[config.mk]
export PLATFORM = sky130hd
export DESIGN_NAME = awr_front_flat
export DESIGN_NICKNAME = d
export VERILOG_FILES = /design/src/alpha_weighted_area_resize_core_macros.svh /design/src/awr_pkg.sv /design/src/awr_in_if.sv /design/src/awr_front.sv /design/src/flat_wrapper.sv
export SDC_FILE = /design/constraint.sdc
export NUM_CORES = 1
export LEC_CHECK = 0
export BUFFER_PORTS_ARGS = -buffer_cell sky130_fd_sc_hd__buf_2
export CAP_MARGIN = 10
export CORE_MARGIN = 4
export CORE_UTILIZATION = 49
export CTS_CLUSTER_SIZE = 14
export DETAILED_ROUTE_END_ITERATION = 10
export MAX_ROUTING_LAYER = met4
export PLACE_DENSITY = 0.87
export REMOVE_ABC_BUFFERS = 1
export SYNTH_ARGS = -nofsm -noshare
export SYNTH_HDL_FRONTEND = slang
export SYNTH_SLANG_ARGS = --single-unit
export TNS_END_PERCENT = 100
[constraint.sdc]
create_clock -name clk -period 6.4 [get_ports clk]
set_input_delay 0.64 -clock clk [delete_from_list [all_inputs] [get_ports clk]]
set_output_delay 0.64 -clock clk [all_outputs]
set_load 0.01 [all_outputs]
[src/alpha_weighted_area_resize_core_macros.svh]
// Assertion macros shared by the alpha-weighted area resize RTL.
// Included by every file that carries concurrent assertions; no other dependencies.
`ifndef ALPHA_WEIGHTED_AREA_RESIZE_CORE_MACROS_SVH
`define ALPHA_WEIGHTED_AREA_RESIZE_CORE_MACROS_SVH
`ifndef SYNTHESIS
// Same-cycle implication, checked on every rising edge outside reset.
`define AWR_ASSERT_IMP(label, clk_s, rstn_s, pre, post) \
    label: assert property (@(posedge clk_s) disable iff (!rstn_s) (pre) |-> (post)) \
        else $error("awr assertion failed");
// Next-cycle implication, checked on every rising edge outside reset.
`define AWR_ASSERT_NXT(label, clk_s, rstn_s, pre, post) \
    label: assert property (@(posedge clk_s) disable iff (!rstn_s) (pre) |=> (post)) \
        else $error("awr assertion failed");
`else
`define AWR_ASSERT_IMP(label, clk_s, rstn_s, pre, post)
`define AWR_ASSERT_NXT(label, clk_s, rstn_s, pre, post)
`endif
`endif

[src/awr_pkg.sv]
// Shared types, widths and helper functions of the alpha-weighted area resize core.
// No dependencies; compiled before all other files.
`default_nettype none
package awr_pkg;

    localparam int MAX_SOURCE_WIDTH_DEF  = 256;
    localparam int MAX_SOURCE_HEIGHT_DEF = 256;
    localparam int MAX_TARGET_DIM_DEF    = 4096;

    localparam int COORD_W    = 12;
    localparam int CHAN_W     = 8;
    localparam int SRC_DIM_W  = 9;
    localparam int TGT_DIM_W  = 13;
    localparam int PIX_W      = 32;
    localparam int CFG_ADDR_W = 4;
    localparam int APB_DATA_W = 32;
    localparam int QUEUE_DEPTH = 2;

    typedef enum logic [1:0] {
        REG_SOURCE_WIDTH  = 2'd0,
        REG_SOURCE_HEIGHT = 2'd1,
        REG_TARGET_WIDTH  = 2'd2,
        REG_TARGET_HEIGHT = 2'd3
    } reg_idx_t;

    typedef enum logic [1:0] {
        KIND_WRITE   = 2'd0,
        KIND_RANGE   = 2'd1,
        KIND_REQUEST = 2'd2
    } item_kind_t;

    typedef struct packed {
        item_kind_t         kind;
        logic [COORD_W-1:0] x;
        logic [COORD_W-1:0] y;
        logic [PIX_W-1:0]   pixel;
    } queue_item_t;

    typedef struct packed {
        logic        valid;
        queue_item_t item;
    } queue_head_t;

    // Effective image geometry after saturation of the size registers.
    typedef struct packed {
        logic [TGT_DIM_W-1:0] sw;
        logic [TGT_DIM_W-1:0] sh;
        logic [TGT_DIM_W-1:0] tw;
        logic [TGT_DIM_W-1:0] th;
    } geom_t;

    function automatic logic [TGT_DIM_W-1:0] clamp_dim(input logic [TGT_DIM_W-1:0] v,
                                                       input logic [TGT_DIM_W-1:0] hi);
        logic [TGT_DIM_W-1:0] r;
        if (v == '0)
        begin
            r = TGT_DIM_W'(1);
        end
        else if (v > hi)
        begin
            r = hi;
        end
        else
        begin
            r = v;
        end
        return r;
    endfunction

endpackage
`default_nettype wire

[src/awr_in_if.sv]
// Input channel of the resize core: one pixel write or one output request per item.
// Depends on awr_pkg for field widths.
`default_nettype none
interface awr_in_if;
    import awr_pkg::*;
    logic               valid;
    logic               ready;
    logic               operation;
    logic [COORD_W-1:0] coord_x;
    logic [COORD_W-1:0] coord_y;
    logic [CHAN_W-1:0]  red_in;
    logic [CHAN_W-1:0]  green_in;
    logic [CHAN_W-1:0]  blue_in;
    logic [CHAN_W-1:0]  alpha_in;

    modport source(output valid, operation, coord_x, coord_y, red_in, green_in, blue_in,
                   alpha_in, input ready);
    modport sink(input valid, operation, coord_x, coord_y, red_in, green_in, blue_in,
                 alpha_in, output ready);
endinterface
`default_nettype wire

[src/awr_front.sv]
// Front end: accepts input requests, classifies them and holds them in a short queue.
// Depends on awr_pkg and awr_in_if.
`default_nettype none
module awr_front #(
    parameter int MAX_SOURCE_WIDTH  = 256,
    parameter int MAX_SOURCE_HEIGHT = 256
) (
    input  wire logic          clk,
    input  wire logic          rst_n,
    awr_in_if.sink             pix_in,
    input  wire awr_pkg::geom_t geom,
    input  wire logic          pop,
    output awr_pkg::queue_head_t head
);
    import awr_pkg::*;

    localparam int PTR_W = (QUEUE_DEPTH > 1) ? $clog2(QUEUE_DEPTH) : 1;
    localparam int CNT_W = $clog2(QUEUE_DEPTH + 1);

    queue_item_t      slot_reg [QUEUE_DEPTH];
    logic [PTR_W-1:0] wr_ptr_reg;
    logic [PTR_W-1:0] rd_ptr_reg;
    logic [CNT_W-1:0] count_reg;
    logic             accept;
    logic             push;
    queue_item_t      item;

    assign pix_in.ready = (count_reg != CNT_W'(QUEUE_DEPTH));
    assign accept       = pix_in.valid && pix_in.ready;

    // Writes outside the store are dropped here and never reach the back end.
    always_comb
    begin
        item.x     = pix_in.coord_x;
        item.y     = pix_in.coord_y;
        item.pixel = {pix_in.alpha_in, pix_in.blue_in, pix_in.green_in, pix_in.red_in};
        item.kind  = KIND_WRITE;
        push       = 1'b0;
        if (!pix_in.operation)
        begin
            push = accept
                && ({1'b0, pix_in.coord_x} < TGT_DIM_W'(MAX_SOURCE_WIDTH))
                && ({1'b0, pix_in.coord_y} < TGT_DIM_W'(MAX_SOURCE_HEIGHT));
        end
        else
        begin
            push = accept;
            if (({1'b0, pix_in.coord_x} >= geom.tw) || ({1'b0, pix_in.coord_y} >= geom.th))
            begin
                item.kind = KIND_RANGE;
            end
            else
            begin
                item.kind = KIND_REQUEST;
            end
        end
    end

    always_ff @(posedge clk or negedge rst_n)
    begin
        if (!rst_n)
        begin
            wr_ptr_reg <= '0;
            rd_ptr_reg <= '0;
            count_reg  <= '0;
        end
        else
        begin
            if (push)
            begin
                slot_reg[wr_ptr_reg] <= item;
                wr_ptr_reg           <= wr_ptr_reg + PTR_W'(1);
            end
            if (pop)
            begin
                rd_ptr_reg <= rd_ptr_reg + PTR_W'(1);
            end
            count_reg <= count_reg + CNT_W'(push) - CNT_W'(pop);
        end
    end

    assign head.valid = (count_reg != '0);
    assign head.item  = slot_reg[rd_ptr_reg];
endmodule
`default_nettype wire

[src/flat_wrapper.sv]
// flat-port wrapper written by rule: the top's interface ports become plain ports
module awr_front_flat import awr_pkg::*;
#(
    parameter int MAX_SOURCE_WIDTH  = 256,
    parameter int MAX_SOURCE_HEIGHT = 256
)
  (clk, rst_n, geom, pop, head, pix_in_valid, pix_in_operation, pix_in_coord_x, pix_in_coord_y, pix_in_red_in, pix_in_green_in, pix_in_blue_in, pix_in_alpha_in, pix_in_ready);
  awr_in_if pix_in_i ();
  input  wire logic clk;
  input  wire logic rst_n;
  input  wire awr_pkg::geom_t geom;
  input  wire logic pop;
  output awr_pkg::queue_head_t head;
  input wire logic [$bits(pix_in_i.valid)-1:0] pix_in_valid;
  input wire logic [$bits(pix_in_i.operation)-1:0] pix_in_operation;
  input wire logic [$bits(pix_in_i.coord_x)-1:0] pix_in_coord_x;
  input wire logic [$bits(pix_in_i.coord_y)-1:0] pix_in_coord_y;
  input wire logic [$bits(pix_in_i.red_in)-1:0] pix_in_red_in;
  input wire logic [$bits(pix_in_i.green_in)-1:0] pix_in_green_in;
  input wire logic [$bits(pix_in_i.blue_in)-1:0] pix_in_blue_in;
  input wire logic [$bits(pix_in_i.alpha_in)-1:0] pix_in_alpha_in;
  output wire logic [$bits(pix_in_i.ready)-1:0] pix_in_ready;
  assign pix_in_i.valid = pix_in_valid;
  assign pix_in_i.operation = pix_in_operation;
  assign pix_in_i.coord_x = pix_in_coord_x;
  assign pix_in_i.coord_y = pix_in_coord_y;
  assign pix_in_i.red_in = pix_in_red_in;
  assign pix_in_i.green_in = pix_in_green_in;
  assign pix_in_i.blue_in = pix_in_blue_in;
  assign pix_in_i.alpha_in = pix_in_alpha_in;
  assign pix_in_ready = pix_in_i.ready;
  awr_front #(.MAX_SOURCE_WIDTH(MAX_SOURCE_WIDTH), .MAX_SOURCE_HEIGHT(MAX_SOURCE_HEIGHT)) u_core (.clk(clk), .rst_n(rst_n), .pix_in(pix_in_i), .geom(geom), .pop(pop), .head(head));
endmodule
==> summary.txt, run 1 <==
Clock network
  – Root Driver: clkbuf_8
  – CTS tree: built
  – Total CTS buffers: 17
  – H-Tree Depth: 4
  – Clock-pin transition on the worst setup and hold timing paths: 0.06 ns
  – Worst-skew pair later-pin latency: 0.50 ns
  – CTS Buffer Depth: 2
  – Sink Count: 120

Finish
  – Layout cells sized above 1: 52.9%
  – Final non-filler cell area: 6570 um^2
  – Max reg flops: 116
  – # diodes: 0
  – Layout fillers: 713
  – Final std cells w/o fill: 602
  – Fin nets: 596
  – Layout area overhead: 29.5%

Timing
  – Post-route setup TNS: 0 ns
  – Worst Tran Pin Value: 0.790 ns
  – Final Hold Fails: 0
  – PnR worst setup slack: 3.38 ns
  – Max_slew headroom: 47.3%
  – Final min period: 3.02 ns
  – F_max: 331 MHz
  – Hold slack: 0.322 ns
  – RSZ-0062 raised after global routing: false
  – Post-Route Skew: 0.00762 ns
  – Final period util: 47.1%
  – Setup violations, final: 0
  – Max-slew violations: 0

Routing
  – Routed WL: 10100 um
  – Wire per inst: 16.7 um
  – Post-route DRC: 0
  – WL met3: 763 um
  – Drt pass-1 iters: 4
  – Met1 wire length: 4010 um
  – Highest routed metal layer: met4
  – Via Count: 3008
  – Met2 WL: 5170 um
  – First DRT Iteration DRCs: 119
  – Final ANT Viol Nets: 0
  – DR vias/cell: 5.00

GRT
  – GRT Total Usage: 17.6%
  – GRT overflow: 0
  – First-pass GRT wire length: 15300 um
  – Antenna violations before repair: 0
  – Largest net degree at the start of global routing: 59
  – Vias in the first global route: 3252

Floorplanning
  – Die width: 110 um
  – Num rows: 36
  – # IOs: 173
  – Core ar.: 9910 um^2
  – Die height: 110 um
  – Starting Density: 51.2%
  – Die area: 12100 um^2

Worst setup path
  – Worst setup SP type: register
  – CP Class: register to primary output
  – WP data arrival: 2.38 ns
  – Crit end category: primary output
  – Reg-to-reg slack, setup: 4.06 ns
  – CP Max Fanout: 33
  – Critical Path RT: 5.76 ns

Power and ir drop
  – Net Sw Frac: 25.8%
  – Maximum VDD drop: 0.178 mV
  – PD cells: 376 nW/um^2
  – Psw: 638 uW
  – Clk network pwr share: 38.5%
  – Int Pwr: 1.84 mW
  – Leak: 2.70 nW
  – Reg power frac: 40.0%
  – Comb power frac: 21.5%

Placed design
  – Area after DPL: 5970 um^2
  – DP Cell Count: 570
  – Setup WS pre-CTS: 3.25 ns
  – Gpl congestion: 0.803
  – Port Buffer Count: 146
  – Post-DP HPWL: 6960 um

Hold path
  – HP Class: input port to register

Synthesis
  – Post-Syn Instances: 295
  – Register area share after synthesis: 70.6%
  – Cell variety after synth: 31
  – Post-Syn Area: 5080 um^2
  – Avg Synthesized Cell Area: 17.2 um^2
  – Ys Warns: 0
  – Flops & latches, synth: 120

Flow run
  – # Max-Cap Violations: 0

Outcome
  – Outcome: finished clean
cells in the final DEF (no fill, tap or decap), drive strengths merged, types with 3 or more instances in the layout:
cell type	count
bufinv	4
nor4	4
nor2	4
clkinv	5
dfrtp	4
nand2	8
edfxtp	116
o21ai	3
ha	26
clkbuf	18
inv	33
a21oi	11
buf	149
nand4	3
mux2	58
synthesized netlist by cell type:
| cell type | number | area [um^2] |
|---|---|---|
| nand2b_1 | 1 | 6.26 |
| nand2_1 | 8 | 30.0 |
| and4_1 | 1 | 8.76 |
| edfxtp_1 | 116 | 3480 |
| xnor2_1 | 2 | 17.5 |
| or2_2 | 1 | 6.26 |
| nor4_1 | 3 | 18.8 |
| nand4b_4 | 2 | 47.6 |
| nor4_2 | 1 | 12.5 |
| dfrtp_1 | 4 | 100 |
| mux2_2 | 58 | 653 |
| o221ai_2 | 1 | 15.0 |
| clkbuf_1 | 1 | 3.75 |
| ha_1 | 26 | 325 |
| o221ai_1 | 1 | 8.76 |
| nor2_2 | 1 | 6.26 |
| a32oi_1 | 1 | 8.76 |
| o32ai_1 | 1 | 8.76 |
| inv_1 | 31 | 116 |
| nand4_1 | 3 | 18.8 |
| and2_1 | 1 | 6.26 |
| and3_1 | 1 | 6.26 |
| a21oi_1 | 11 | 55.1 |
| or2b_2 | 2 | 17.5 |
| nor3_1 | 2 | 10.0 |
| buf_2 | 4 | 20.0 |
| nor2b_1 | 1 | 6.26 |
| o21ai_0 | 3 | 15.0 |
| nor2_1 | 3 | 11.3 |
| xor2_1 | 2 | 17.5 |
| buf_4 | 2 | 15.0 |
cells by family (layout without fill, tap and decap cells):
logic type	Yosys count	count (layout)	synth area share (%)
adders and majority gates	26	26	6.41
and+or+nand+nor	31	31	4.19
muxes	58	58	12.9
xor gates and xnor gates	4	4	0.690
buffers and inverters	38	212	3.06
DFF	120	120	70.6
AOI/OAI and AO/OA	18	18	2.19
layer usage:
layer / vias to the layer above / GRT usage (%)
met3: 12 / 5.11
met1: 1452 / 19.1
met4: 0 / 7.30
met2: 101 / 30.2
li1: 1443 / -
met5: - / -
timing repair:
item	in CTS	in global routing
endpoints found under the hold margin	4	0
hold buffers	1	0
gates resized for setup	0	0
buffers inserted	0	0
area by class of cell:
| class | count | area (um^2) | share of cell area [%] |
|---|---|---|---|
| repair buffers | 150 | 763 | 11.6 |
| flip-flops and latches | 120 | 3580 | 54.5 |
| clock inverters | 13 | 178 | 2.70 |
| multi-input cells | 137 | 1350 | 20.5 |
| inverters | 31 | 116 | 1.77 |
| clock buffers | 18 | 418 | 6.36 |
| well taps | 133 | 166 | 2.53 |
through the flow:
step           power, mW  utilization (%)
3_5_place_dp        1.55             60.2
6_report            2.47             66.3
4_1_cts             2.51             66.3
2_1_floorplan       1.33                -
5_1_grt             2.59             66.3
3_3_place_gp        1.53             60.2
power groups by stage:
stage	Clock (mW)	Combinational, mW	Sequential, mW
after floorplan	0	0.319	1.01
after global placement	0	0.530	1.00
after detailed placement	0	0.540	1.01
after CTS	0.973	0.545	0.993
after global routing	1.01	0.584	0.999
final	0.952	0.532	0.990
final timing paths:
check	cells past startpoint	end	start
worst max-delay path	3	head[43]	u_core.rd_ptr_reg
worst min register to register	1	u_core.count_reg[1]	u_core.count_reg[1]
worst min-delay path	1	u_core.slot_reg[1][3]	pix_in_red_in[3]
max in group asynchronous	2	u_core.rd_ptr_reg	rst_n
min in group asynchronous	2	u_core.count_reg[0]	rst_n
worst max register to register	6	u_core.slot_reg[0][8]	u_core.count_reg[1]
critical path, stage by stage, from the launching register on:
cell	delay (ns)
dfrtp_2	0.82
buf_4	0.49
mux2_2	0.40
buf_2	0.14
Power figures use the tool's default switching activity.
==> run 2, diff against run 1 <==
==> constraint.sdc (replaced) <==
create_clock -name clk -period 3 [get_ports clk]
set_input_delay 0.3 -clock clk [delete_from_list [all_inputs] [get_ports clk]]
set_output_delay 0.3 -clock clk [all_outputs]
set_load 0.01 [all_outputs]
==> summary.txt, run 2 (same netlist as run 1, synthesis figures left out) <==
GRT
  – Largest net degree at the start of global routing: 38 (-36%)
  – Vias in the first global route: 3654 (+12%)
  – First-pass GRT wire length: 17300 um (+13%)
  – Antenna violations before repair: 0 (unchanged)
  – GRT overflow: 0 (unchanged)
  – GRT Total Usage: 19.9% (+2.3 points)

Worst setup path
  – Crit end category: register
  – CP peak stage delay: 0.55 ns (-0.27 ns)
  – Crit path from: pix_in_coord_x[10]
  – Worst setup SP type: input port
  – Slowest-stage cell, CP: dlygate4sd3_1
  – CP Max Fanout: 37 (+12%)
  – Reg-to-reg slack, setup: 1.21 ns (-2.85 ns)
  – WP data arrival: 2.27 ns (-0.11 ns)
  – Reg2reg start: u_core.count_reg[1]
  – CP cell instances: dlygate4sd3_1 > buf_2 > nor4_1 > a21oi_1 > nor2_2 > nand2_1 > nor2_4 > buf_4
  – CP Class: input port to register
  – Critical Path RT: 3.14 ns (-2.62 ns)

Placed design
  – Setup WS pre-CTS: 0.848 ns (-2.40 ns)
  – Port Buffer Count: 146 (unchanged)
  – Post-DP HPWL: 7330 um (+5.4%)
  – Gpl congestion: 0.814 (+1.4%)
  – DP Cell Count: 573 (+0.53%)
  – Area after DPL: 5990 um^2 (+0.38%)

Clock network
  – CTS tree: built
  – H-Tree Depth: 4 (unchanged)
  – Worst-skew pair later-pin latency: 0.50 ns (about the same)
  – Sink Count: 120 (unchanged)
  – Clock-pin transition on the worst setup and hold timing paths: 0.06 ns (about the same)
  – Total CTS buffers: 17 (unchanged)
  – CTS Buffer Depth: 2 (unchanged)
  – Root Driver: clkbuf_8

Floorplanning
  – Die area: 12100 um^2 (unchanged)
  – Core ar.: 9910 um^2 (unchanged)
  – # IOs: 173 (unchanged)
  – Num rows: 36 (unchanged)
  – Starting Density: 51.2% (unchanged)
  – Die width: 110 um (unchanged)
  – Die height: 110 um (unchanged)

Routing
  – Post-route DRC: 0 (unchanged)
  – Final ANT Viol Nets: 0 (unchanged)
  – Routed WL: 11400 um (+13%)
  – Via Count: 3296 (+9.6%)
  – Drt pass-1 iters: 4 (unchanged)
  – DR vias/cell: 5.01 (+0.25%)
  – Wire per inst: 17.4 um (+3.8%)
  – First DRT Iteration DRCs: 149 (+25%)

Finish
  – Layout area overhead: 40.1%
  – Commonest non-fill, non-tap cell in the layout: buf_2
  – Layout fillers: 618 (-13%)
  – Final std cells w/o fill: 658 (+9.3%)
  – Most frequent cells in the layout: buf_2, edfxtp_1, mux2_2
  – # diodes: 0 (unchanged)
  – Storage cell area: 3580 um^2 (unchanged)
  – Max reg flops: 116 (unchanged)
  – Fin nets: 651 (+9.2%)
  – Multi-input logic area: 1350 um^2 (unchanged)
  – Layout cells sized above 1: 47.8% (-5.1 points)
  – Final non-filler cell area: 7110 um^2 (+8.2%)

Power and ir drop
  – Leak: 2.92 nW (+8.1%)
  – Pwr Total: 5.33 mW (+120%)
  – PD cells: 749 nW/um^2 (+99%)
  – Maximum VDD drop: 0.350 mV (+96%)

Timing
  – Post-Route Skew: 0.00626 ns (-0.00136 ns)
  – PnR worst setup slack: 0.863 ns (-2.52 ns)
  – Worst Tran Pin Value: 0.489 ns (-0.301 ns)
  – Hold slack: 0.0350 ns (-0.287 ns)
  – F_max: 468 MHz
  – Final min period: 2.14 ns
  – Max_slew headroom: 67.4% (+20 points)
  – Setup violations, final: 0 (unchanged)
  – Final period util: 71.2%
  – Final Hold Fails: 0 (unchanged)
  – RSZ-0062 raised after global routing: false
  – Max-slew violations: 0 (unchanged)

Hold path
  – Hold path start: pix_in_coord_x[8]
  – HP Class: input port to register

Flow run
  – # Max-Cap Violations: 0 (unchanged)

Outcome
  – Outcome: finished clean
## run 2: worst max-delay path: cells and delay by family
kind,cells,cell delay [ns]
AOI/OAI and AO/OA,1,0.14
and+or+nand+nor,4,0.70
buffers and inverters,3,1.12
## run 2: metal layers
metal | GRT usage [%] | part of all wire, %
met1 | 20.6 | 39
met2 | 35.7 | 53
met3 | 5.52 | 6.7
met4 | 7.84 | 1.4
met5 | - | 0
## run 2: final timing paths
kind	end	cells after the start
worst min-delay path	u_core.slot_reg[0][52]	1
min in group asynchronous	u_core.wr_ptr_reg	2
worst max register to register	u_core.slot_reg[0][33]	6
worst max-delay path	u_core.slot_reg[0][33]	8
max in group asynchronous	u_core.rd_ptr_reg	2
worst min register to register	u_core.count_reg[1]	1
## run 2: what timing repair did
action                    4_1_cts  5_1_grt
resized for setup               0        0
hold buffers                   53        0
buffers inserted                0        0
hold endpoints to repair      107        0
## run 2: stage by stage
step / util (%) / TNS, ns
finish: 71.8 / 0
global route: 71.8 / 0
CTS: 71.8 / 0
detailed placement: 60.4 / 0
global placement: 60.4 / 0
floorplan: - / -47.04
## run 2: power breakdown
part           switching (mW)  leakage [nW]  internal, mW
Sequential             0.0486          1.10          1.99
Combinational           0.662          1.55         0.647
Clock                   0.718         0.276          1.26
## run 2: layout make-up
type	count	share of cell area, %
clock buffer	17	5.82
multi-input combinational	137	18.9
inverter	31	1.64
tap	133	2.34
sequential	120	50.4
timing repair buffer	205	18.4
clock inverter	15	2.48
